<file path="src/rtl/core/mcar_pkg.sv">
// Shared types, constants and helper functions for the comb/allpass reverb.
`timescale 1ns / 1ps
package mcar_pkg;

  localparam int COMB_AW   = 14;
  localparam int AP_AW     = 11;
  localparam int COMB_CAP  = 2048;
  localparam int AP_CAP    = 1024;
  localparam int AP_GAIN   = 22938;
  localparam int WET_SCALE = 19661;
  localparam int MUL_AW    = 26;
  localparam int MUL_CW    = 17;
  localparam int MUL_PW    = 44;

  localparam int COMB_TUNE [8] = '{1116, 1188, 1277, 1356, 1422, 1491, 1557, 1617};
  localparam int AP_TUNE   [4] = '{225, 341, 441, 556};

  typedef logic signed [23:0]       s24_t;
  typedef logic signed [28:0]       rnd_t;
  typedef logic signed [MUL_PW-1:0] prod_t;

  typedef enum logic [2:0] {
    REG_COMB_FB   = 3'd0,
    REG_DAMP      = 3'd1,
    REG_WET       = 3'd2,
    REG_DRY       = 3'd3,
    REG_TRIM      = 3'd4,
    REG_PD_FRAMES = 3'd5,
    REG_PD_FB     = 3'd6,
    REG_HPF_POLE  = 3'd7
  } reg_idx_t;

  function automatic int tuned_len(int t, int cap, int rate, int spread);
    int n;
    n = (t * rate + 22050) / 44100 + spread;
    if (n < 5) n = 5;
    if (n > cap) n = cap;
    return n;
  endfunction

  // offset of line i when lines sit back to back
  function automatic int line_off(bit is_comb, int i, int rate, int spread);
    int acc;
    acc = 0;
    for (int j = 0; j < i; j++) begin
      if (is_comb) acc += tuned_len(COMB_TUNE[j], COMB_CAP, rate, spread);
      else acc += tuned_len(AP_TUNE[j], AP_CAP, rate, spread);
    end
    return acc;
  endfunction

  function automatic s24_t sat24(prod_t v);
    if (v > prod_t'(8388607)) return s24_t'(8388607);
    if (v < -prod_t'(8388608)) return s24_t'(-8388608);
    return v[23:0];
  endfunction

  // round to nearest, ties up, then drop 15 fraction bits
  function automatic rnd_t rnd15(prod_t p);
    prod_t q;
    q = p + prod_t'(16384);
    return q[43:15];
  endfunction

endpackage

</file>
<file path="src/rtl/core/mcar_mul.sv">
// Shared signed-by-unsigned coefficient multiplier with registered product.
`timescale 1ns / 1ps
module mcar_mul (
  input  logic                              clk,
  input  logic signed [mcar_pkg::MUL_AW-1:0] mul_a,
  input  logic        [mcar_pkg::MUL_CW-1:0] mul_c,
  output mcar_pkg::prod_t                   mul_p
);
  import mcar_pkg::*;

  logic signed [MUL_CW:0] c_s;
  prod_t                  p_nxt;
  prod_t                  p_r;

  always_comb begin
    c_s   = $signed({1'b0, mul_c});
    p_nxt = mul_a * c_s;
  end

  always_ff @(posedge clk) begin
    p_r <= p_nxt;
  end

  assign mul_p = p_r;

endmodule

</file>
<file path="config.mk">
export PLATFORM = sky130hd
export DESIGN_NAME = mcar_mul
export DESIGN_NICKNAME = d
export VERILOG_FILES = /design/src/rtl/core/mcar_pkg.sv /design/src/rtl/core/mcar_mul.sv
export SDC_FILE = /design/constraint.sdc
export NUM_CORES = 1
export LEC_CHECK = 0
export BUFFER_PORTS_ARGS = -buffer_cell sky130_fd_sc_hd__buf_2
export CORE_MARGIN = 2
export CORE_UTILIZATION = 30
export DETAILED_ROUTE_END_ITERATION = 16
export REMOVE_ABC_BUFFERS = 1
export SLEW_MARGIN = 0
export SYNTH_ARGS = -nofsm -noshare
export SYNTH_HDL_FRONTEND = slang
export SYNTH_SLANG_ARGS = --single-unit
export TNS_END_PERCENT = 1
</file>
<file path="constraint.sdc">
create_clock -name clk -period 7.5 [get_ports clk]
set_input_delay 1.5 -clock clk [delete_from_list [all_inputs] [get_ports clk]]
set_output_delay 1.5 -clock clk [all_outputs]
set_load 0.05 [all_outputs]
</file>
==> results_dict.tcl, run 1 <==
set metrics [dict create \
    outcome "completed" \
    rsz0062_at_grt "yes" \
    whs_path_depth 3 \
    postSynthCellCount 1838 \
    yosysTopAreaCellShare 0.5144 \
    worst_slew_pin_slew_ns 0.6128 \
    drtIter0Drc 494 \
    largest_register_ffs 44 \
    io_buffers 87 \
    routed_wirelength_mm 41.74 \
    grt_max_degree 27 \
    setup_violations 0 \
    min_period_ns 7.264 \
    cts_buffers 5 \
    fp.dieH_microns 240.5 \
    fin_area_sq_um 18810 \
    synth-edff-count 0 \
    finalWeightedCongestion 0.8877 \
    tns_ns 0 \
    clkTransAtPathRegs_ns 0.07 \
    slew-limit-headroom 0.5915 \
    synth_area_per_cell_sq_um 9.126 \
    slowest_stage "fa_1" \
    dp_hpwl_mm 36.83 \
    drive_gt1_frac 0.1034 \
    vias_per_cell 4.458 \
    holdBufCountCts 0 \
    dieArea_sq_um 57820 \
    yosys-top-cells-count "inv_1 (531), fa_1 (431), and2_1 (245)" \
    via_count 12090 \
    finalNetCount 2543 \
    hold_viol 0 \
    grt_pass1_vias 13840 \
    final_antenna_net_count 0 \
    synth_most_common_cell "inv_1" \
    critical_path_depth 25 \
    syn_area_sq_um 16770 \
    startpoint_type "input port" \
    ctsRootBufferMaster "clkbuf_16" \
    end_kind "flop" \
    cpMostUsedCell "fa_1" \
    initial_core_util 0.3039 \
    grt_pass1_wl_mm 70.46 \
    synth_seq_cells 44 \
    crit_fanout 15 \
    critPathMaxStageDelay_ns 0.55 \
    cp.required_ns 7.74 \
    hold_path_class "in2reg" \
    placed_cells 2701 \
    globalRouteOverflowTotal 0 \
    drv_cap 0 \
    cts_buffer_depth 2 \
    placementRows 86 \
    wl_per_cell_microns 15.40 \
    multi_input_area_sq_um 13650 \
    syn_to_final_growth_pct 12.14 \
    cts_tree "yes" \
    min_period_over_period 0.9685 \
    fin_cells 2711 \
    diodes 0 \
    place_area_sq_um 18620 \
    synth_warnings 0 \
    regArea_sq_um 880.8 \
    arrival_ns 7.50 \
    yosys-top-cells-area "fa_1 (51%), inv_1 (12%), and2_1 (9.1%), ha_1 (7.9%), dfxtp_1 (5.3%)" \
    htreeDepth 2 \
    path_class "in2reg" \
    design.core.area_sq_um 55200 \
    ys_types 44 \
    clock-sinks 44 \
    critPathBufInv 7 \
    fmax_mhz 137.7 \
    synth_largest_area_cell "fa_1" \
    final_max_slew_viol_count 0 \
    yosysSeqAreaShare 0.05251 \
    crit_family "adder cells" \
    fp.dieW_microns 240.5 \
    nFillCells 5769 \
    synth_ff_type "dfxtp_1" \
    antenna_found_initial 2 \
    io_pins 88 \
    synthArstFlopShare 0 \
    dr.pass1.iters 7 \
    grtUsageTotal 0.1568 \
    drcViolationCount 0 \
]
## per-layer routing
| layer | part of all wire | wire length (microns) | global-route usage | up-vias |
|---|---|---|---|---|
| li1 | - | - | - | 5447 |
| met1 | 0.39 | 16150 | 0.1784 | 6320 |
| met2 | 0.55 | 22900 | 0.3040 | 243 |
| met3 | 0.037 | 1535 | 0.02181 | 72 |
| met4 | 0.027 | 1133 | 0.03934 | 4 |
| met5 | 0.00053 | 22 | 0 | - |
## layout by cell type, fill, tap and decap left out, types with 5 or more instances in the layout
cell	n
inv_1	531
fa_1	430
and2_1	245
nand2_1	217
ha_1	106
buf_4	95
buf_2	84
dfxtp_1	44
a21oi_1	34
xnor2_1	29
a21o_1	21
nor2_1	17
xor2_1	13
nand3_1	8
o21ai_0	8
nand4_1	7
o21a_1	6
o21bai_1	6
nor2b_1	5
nor3_1	5
clkbuf_16	5
## metrics by stage
step / hold slack [ns] / utilization / setup slack [ns]
floorplan: 1.622 / - / 0.5451
global placement: 1.971 / 0.3373 / -0.1399
detailed placement: 1.974 / 0.3373 / -0.1410
CTS: 1.775 / 0.3401 / 0.1661
global route: 1.799 / 0.3407 / -0.02540
finish: 1.800 / 0.3407 / 0.2359
## path summary, 6_finish.rpt
path / start / to / slack, ns
hold / removal: mul_a[0] / mul_p[0] / 1.80
setup / recovery: mul_c[4] / mul_p[43] / 0.24
## area by class of cell
class | instances | area share
flip-flops and latches | 44 | 0.04683
well taps | 748 | 0.04976
clock inverters | 1 | 0.0003991
repair buffers | 184 | 0.06359
multi-input cells | 1196 | 0.7259
clock buffers | 7 | 0.007583
inverters | 531 | 0.1060
## kinds of logic (layout without fill, tap and decap cells)
group / count (synthesis) / in the layout / share of synthesized area
buffers and inverters: 598 / 723 / 0.1344
AOI/OAI and AO/OA: 100 / 100 / 0.04006
DFF: 44 / 44 / 0.05251
and+or+nand+nor: 517 / 517 / 0.1576
xor gates and xnor gates: 42 / 42 / 0.02193
adders and majority gates: 537 / 537 / 0.5935
## repair_timing
item / 4_1_cts / 5_1_grt
buffers inserted: 0 / 2
gates resized for setup: 0 / 7
endpoints found under the setup margin: 0 / 4
Power of run 1 is not shown: default switching activity piles up to over one toggle a cycle in this logic, so the estimate is an artifact.
==> run 2: changes to the inputs <==
--- a/config.mk
+++ b/config.mk
@@ -6,7 +6,6 @@
 export NUM_CORES = 1
 export LEC_CHECK = 0
 export BUFFER_PORTS_ARGS = -buffer_cell sky130_fd_sc_hd__buf_2
-export CORE_MARGIN = 2
 export CORE_UTILIZATION = 30
 export DETAILED_ROUTE_END_ITERATION = 16
 export REMOVE_ABC_BUFFERS = 1
==> run 2 against run 1 <==
First-iteration DRC count decreased by 7.7%. Sequential share of layout area unchanged. Cell area unchanged. Sequential cell count unchanged. Fmax decreased by 0.80%. Setup slack got worse by 0.058 ns. Wire length decreased by 1.5%. Hold slack got worse by 0.057 ns. Final cell count decreased by 0.11%.
==> results_dict.tcl, run 2 (synthesized netlist as in run 1, its figures left out) <==
set metrics [dict create \
    min_period_ns 7.322 \
    cts_buffer_depth 2 \
    grtUsageTotal 0.1580 \
    drtIter0Drc 456 \
    worst_slew_pin_slew_ns 0.6108 \
    io_buffers 87 \
    dr.pass1.iters 5 \
    final_cell_mix "inv_1 (531), fa_1 (431), and2_1 (245)" \
    grt_max_degree 27 \
    setup_violations 0 \
    cts_tree "yes" \
    cp.required_ns 7.74 \
    grt_pass1_wl_mm 70.28 \
    drive_gt1_frac 0.1026 \
    globalRouteOverflowTotal 0 \
    holdWs_ns 1.744 \
    dieArea_sq_um 56860 \
    tns_ns 0 \
    crit_family "adder cells" \
    syn_to_final_growth_pct 12.14 \
    path_class "in2reg" \
    slew-limit-headroom 0.5928 \
    final_max_slew_viol_count 0 \
    crit_fanout 12 \
    cpMostUsedCell "fa_1" \
    via_count 12010 \
    initial_core_util 0.3039 \
    critPathMaxStageDelay_ns 0.56 \
    cp_cell_sequence "buf_2 -> buf_4 -> and2_1 -> fa_1 -> inv_1 -> fa_1 -> fa_1 -> inv_1 -> fa_1 -> fa_1 -> inv_1 -> fa_1 -> inv_1 -> ha_1 -> and4_1 -> a221oi_2 -> nand3_2 -> a21oi_4 -> o21ai_2 -> a221o_1 -> a211o_1 -> a21oi_2 -> xor2_1" \
    multi_input_area_sq_um 13660 \
    finalWeightedCongestion 0.8979 \
    slowest_stage "fa_1" \
    final_antenna_net_count 0 \
    fp.dieH_microns 238.5 \
    ctsRootBufferMaster "clkbuf_16" \
    placementRows 86 \
    arrival_ns 7.56 \
    hold_path_class "in2reg" \
    fp.dieW_microns 238.5 \
    regArea_sq_um 880.8 \
    drv_cap 0 \
    antenna_found_initial 3 \
    cts_buffers 5 \
    routed_wirelength_mm 41.12 \
    wl_per_cell_microns 15.18 \
    rsz0062_at_grt "yes" \
    dp_hpwl_mm 36.72 \
    drcViolationCount 0 \
    clkTransAtPathRegs_ns 0.07 \
    startpoint_type "input port" \
    io_pins 88 \
    end_kind "flop" \
    diodes 0 \
    grt_pass1_vias 13770 \
    vias_per_cell 4.434 \
    critPathBufInv 6 \
    fmax_mhz 136.6 \
    min_period_over_period 0.9763 \
    largest_register_ffs 44 \
    holdBufCountCts 0 \
    hold_viol 0 \
    finalNetCount 2540 \
    final_common_cell "inv_1" \
    nFillCells 5726 \
    outcome "completed" \
    design.core.area_sq_um 55200 \
    clock-sinks 44 \
    htreeDepth 2 \
]
==> run 2: changes by cell type in the layout (fill, tap and decap cells not counted), sizes merged <==
cell      delta
clkbuf       -4
bufinv       +1
clkinv       +1
clkinvlp     -1
==> run 2: routing by layer <==
| layer | wire (microns) | share of wire | vias up | global-route usage |
|---|---|---|---|---|
| li1 | - | - | 5441 | - |
| met4 | 1496 | 0.036 | 6 | 0.05051 |
| met3 | 1548 | 0.038 | 80 | 0.02013 |
| met2 | 21960 | 0.53 | 254 | 0.2976 |
| met1 | 16080 | 0.39 | 6225 | 0.1838 |
| met5 | 36 | 0.00088 | - | 0 |
==> run 2: layout make-up <==
class,instances,area share
multi-input combinational,1196,0.7260
inverter,531,0.1060
timing repair buffer,181,0.06200
tap,748,0.04976
sequential,44,0.04683
clock buffer,6,0.007384
clock inverter,2,0.002062
==> run 2: worst paths after layout <==
check                 cells past startpoint        end     start
worst max-delay path                     23  mul_p[43]  mul_c[3]
worst min-delay path                      3   mul_p[0]  mul_a[0]
==> run 2: through the flow <==
stage                     cells  utilization  cell area (sq um)  setup slack (ns)
after floorplan            1771            -              16510            0.5451
after detailed placement   2699       0.3371              18610           -0.1679
final                      2708       0.3407              18810            0.1776
after CTS                  2707       0.3403              18780            0.1437
after global placement     2699       0.3371              18610          -0.09543
after global routing       2708       0.3407              18810          -0.04400
==> run 2: repair_timing <==
action | 4_1_cts | 5_1_grt
endpoints found under the hold margin | 0 | 0
buffers inserted | 0 | 1
setup endpoints to repair | 0 | 4
gates resized for setup | 0 | 4
Power of run 2 is left out for the same reason.
==> run 3: changes to the inputs <==
--- a/config.mk
+++ b/config.mk
@@ -6,8 +6,11 @@
 export NUM_CORES = 1
 export LEC_CHECK = 0
 export BUFFER_PORTS_ARGS = -buffer_cell sky130_fd_sc_hd__buf_2
-export CORE_UTILIZATION = 30
+export CELL_PAD_IN_SITES_DETAIL_PLACEMENT = 0
+export CELL_PAD_IN_SITES_GLOBAL_PLACEMENT = 1
+export CORE_UTILIZATION = 25
 export DETAILED_ROUTE_END_ITERATION = 16
+export PLACE_DENSITY_LB_ADDON = 0.1
 export REMOVE_ABC_BUFFERS = 1
 export SLEW_MARGIN = 0
 export SYNTH_ARGS = -nofsm -noshare
==> run 3 against run 2 <==
Core utilization is 3.9 points lower. Critical path depth is 2 lower. Via count is 0.32% lower. Sequential share of layout area is 0.27 points lower. The flow now finishes with violations (design-rule violations). Non-clock buffer count is 96 higher. Largest cell class unchanged.
==> results_dict.tcl, run 3 (synthesized netlist as in run 1, its figures left out) <==
set metrics [dict create \
    syn_to_final_growth_pct 18.96 \
    antenna_found_initial 1 \
    initial_core_util 0.2538 \
    io_pins 88 \
    clock-sinks 44 \
    routed_wirelength_mm 49.84 \
    grtUsageTotal 0.1575 \
    drv_cap 0 \
    setup_violations 0 \
    dp_hpwl_mm 45.00 \
    violations "design-rule violations" \
    hp-start "mul_c[0]" \
    final_antenna_net_count 0 \
    startpoint_type "input port" \
    min_period_ns 7.268 \
    cts_buffer_depth 2 \
    worst_slew_pin_slew_ns 0.4967 \
    whs_endpoint "mul_p[0]" \
    grt_pass1_vias 14050 \
    drive_gt1_frac 0.1547 \
    drcViolationCount 10 \
    hold_viol 0 \
    grt_pass1_wl_mm 81.07 \
    arrival_ns 7.53 \
    grt_max_degree 19 \
    cts_buffers 5 \
    via_count 11970 \
    tns_ns 0 \
    fp.dieH_microns 261.0 \
    htreeDepth 2 \
    drtIter0Drc 262 \
    globalRouteOverflowTotal 0 \
    cts_tree "yes" \
    final_max_slew_viol_count 0 \
    end_kind "flop" \
    rsz0062_at_grt "yes" \
    finalNetCount 2636 \
    ctsRootBufferMaster "clkbuf_16" \
    final_common_cell "inv_1" \
    cp.required_ns 7.77 \
    min_period_over_period 0.9691 \
    path_class "in2reg" \
    crit_fanout 11 \
    dieArea_sq_um 68130 \
    placementRows 94 \
    design.core.area_sq_um 66100 \
    vias_per_cell 4.097 \
    finalWeightedCongestion 0.7814 \
    fp.dieW_microns 261.0 \
    slew-limit-headroom 0.6603 \
    wl_per_cell_microns 17.06 \
    fmax_mhz 137.6 \
    hold_path_class "in2reg" \
    largest_register_ffs 44 \
    io_buffers 87 \
    outcome "finished with violations" \
    dr.pass1.iters 12 \
    clkTransAtPathRegs_ns 0.08 \
    final_cell_mix "inv_1 (531), fa_1 (425), and2_1 (245)" \
    startpoint "mul_a[13]" \
    whs_path_depth 3 \
]
==> run 3: changes by cell type in the layout (fill, tap and decap cells not counted), sizes merged <==
cell    previous run  this run
clkinv             1         2
clkbuf             6         8
buf              181       275
bufinv             1         0
diode              0         1
==> run 3: repair_timing <==
item | CTS | global route
setup buffers | 0 | 3
setup endpoints to repair | 0 | 8
resized for setup | 0 | 48
hold buffers | 0 | 0
==> run 3: critical path: stages <==
cell and delay, ns:
buf_2 0.31, nand2_1 0.13, fa_1 0.55, inv_1 0.06, fa_1 0.48, fa_1 0.63
fa_1 0.45, fa_1 0.50, inv_1 0.05, fa_1 0.48, inv_1 0.04, ha_1 0.30
and4_1 0.21, a221oi_2 0.30, nand3_4 0.19, a21oi_4 0.24, o21ai_4 0.08, a221o_1 0.39
a211o_1 0.33, a21oi_2 0.15, xor2_1 0.14
==> run 3: per-layer routing <==
layer	global-route usage	up-vias	wire length, microns
met5	0	-	0
met4	0.02810	0	844
met3	0.01316	29	939
met2	0.3039	114	27390
met1	0.1901	6185	20660
li1	-	5639	-
==> run 3: layout make-up <==
| class | count | area (sq um) |
|---|---|---|
| Antenna cell | 1 | 2.502 |
| Timing Repair Buffer | 277 | 2063 |
| Inverter | 531 | 1993 |
| Tap cell | 864 | 1081 |
| Sequential cell | 44 | 880.8 |
| Multi-Input combinational cell | 1196 | 13780 |
| Fill cell | 7143 | 46140 |
| Clock buffer | 6 | 138.9 |
| Clock inverter | 2 | 10.01 |
==> run 3: how the worst max path moves through the flow <==
stage	cells after the start	endpoint
floorplan	22	mul_p[43]
global placement	25	mul_p[32]
CTS	25	mul_p[32]
global route	24	mul_p[43]
detailed placement	24	mul_p[43]
finish	21	mul_p[43]
==> run 3: through the flow <==
stage          setup slack [ns]  std cells  hold WS (ns)  area [sq um]  utilization
2_1_floorplan            0.5451       1771         1.622         16510            -
3_3_place_gp            -0.3160       2908         1.972         19560       0.2960
3_5_place_dp            -0.3373       2908         1.967         19560       0.2960
4_1_cts                0.001679       2916         1.725         19710       0.2982
5_1_grt                -0.02517       2920         1.743         19950       0.3018
6_report                 0.2318       2921         1.738         19950       0.3019
Power of run 3 is left out for the same reason.
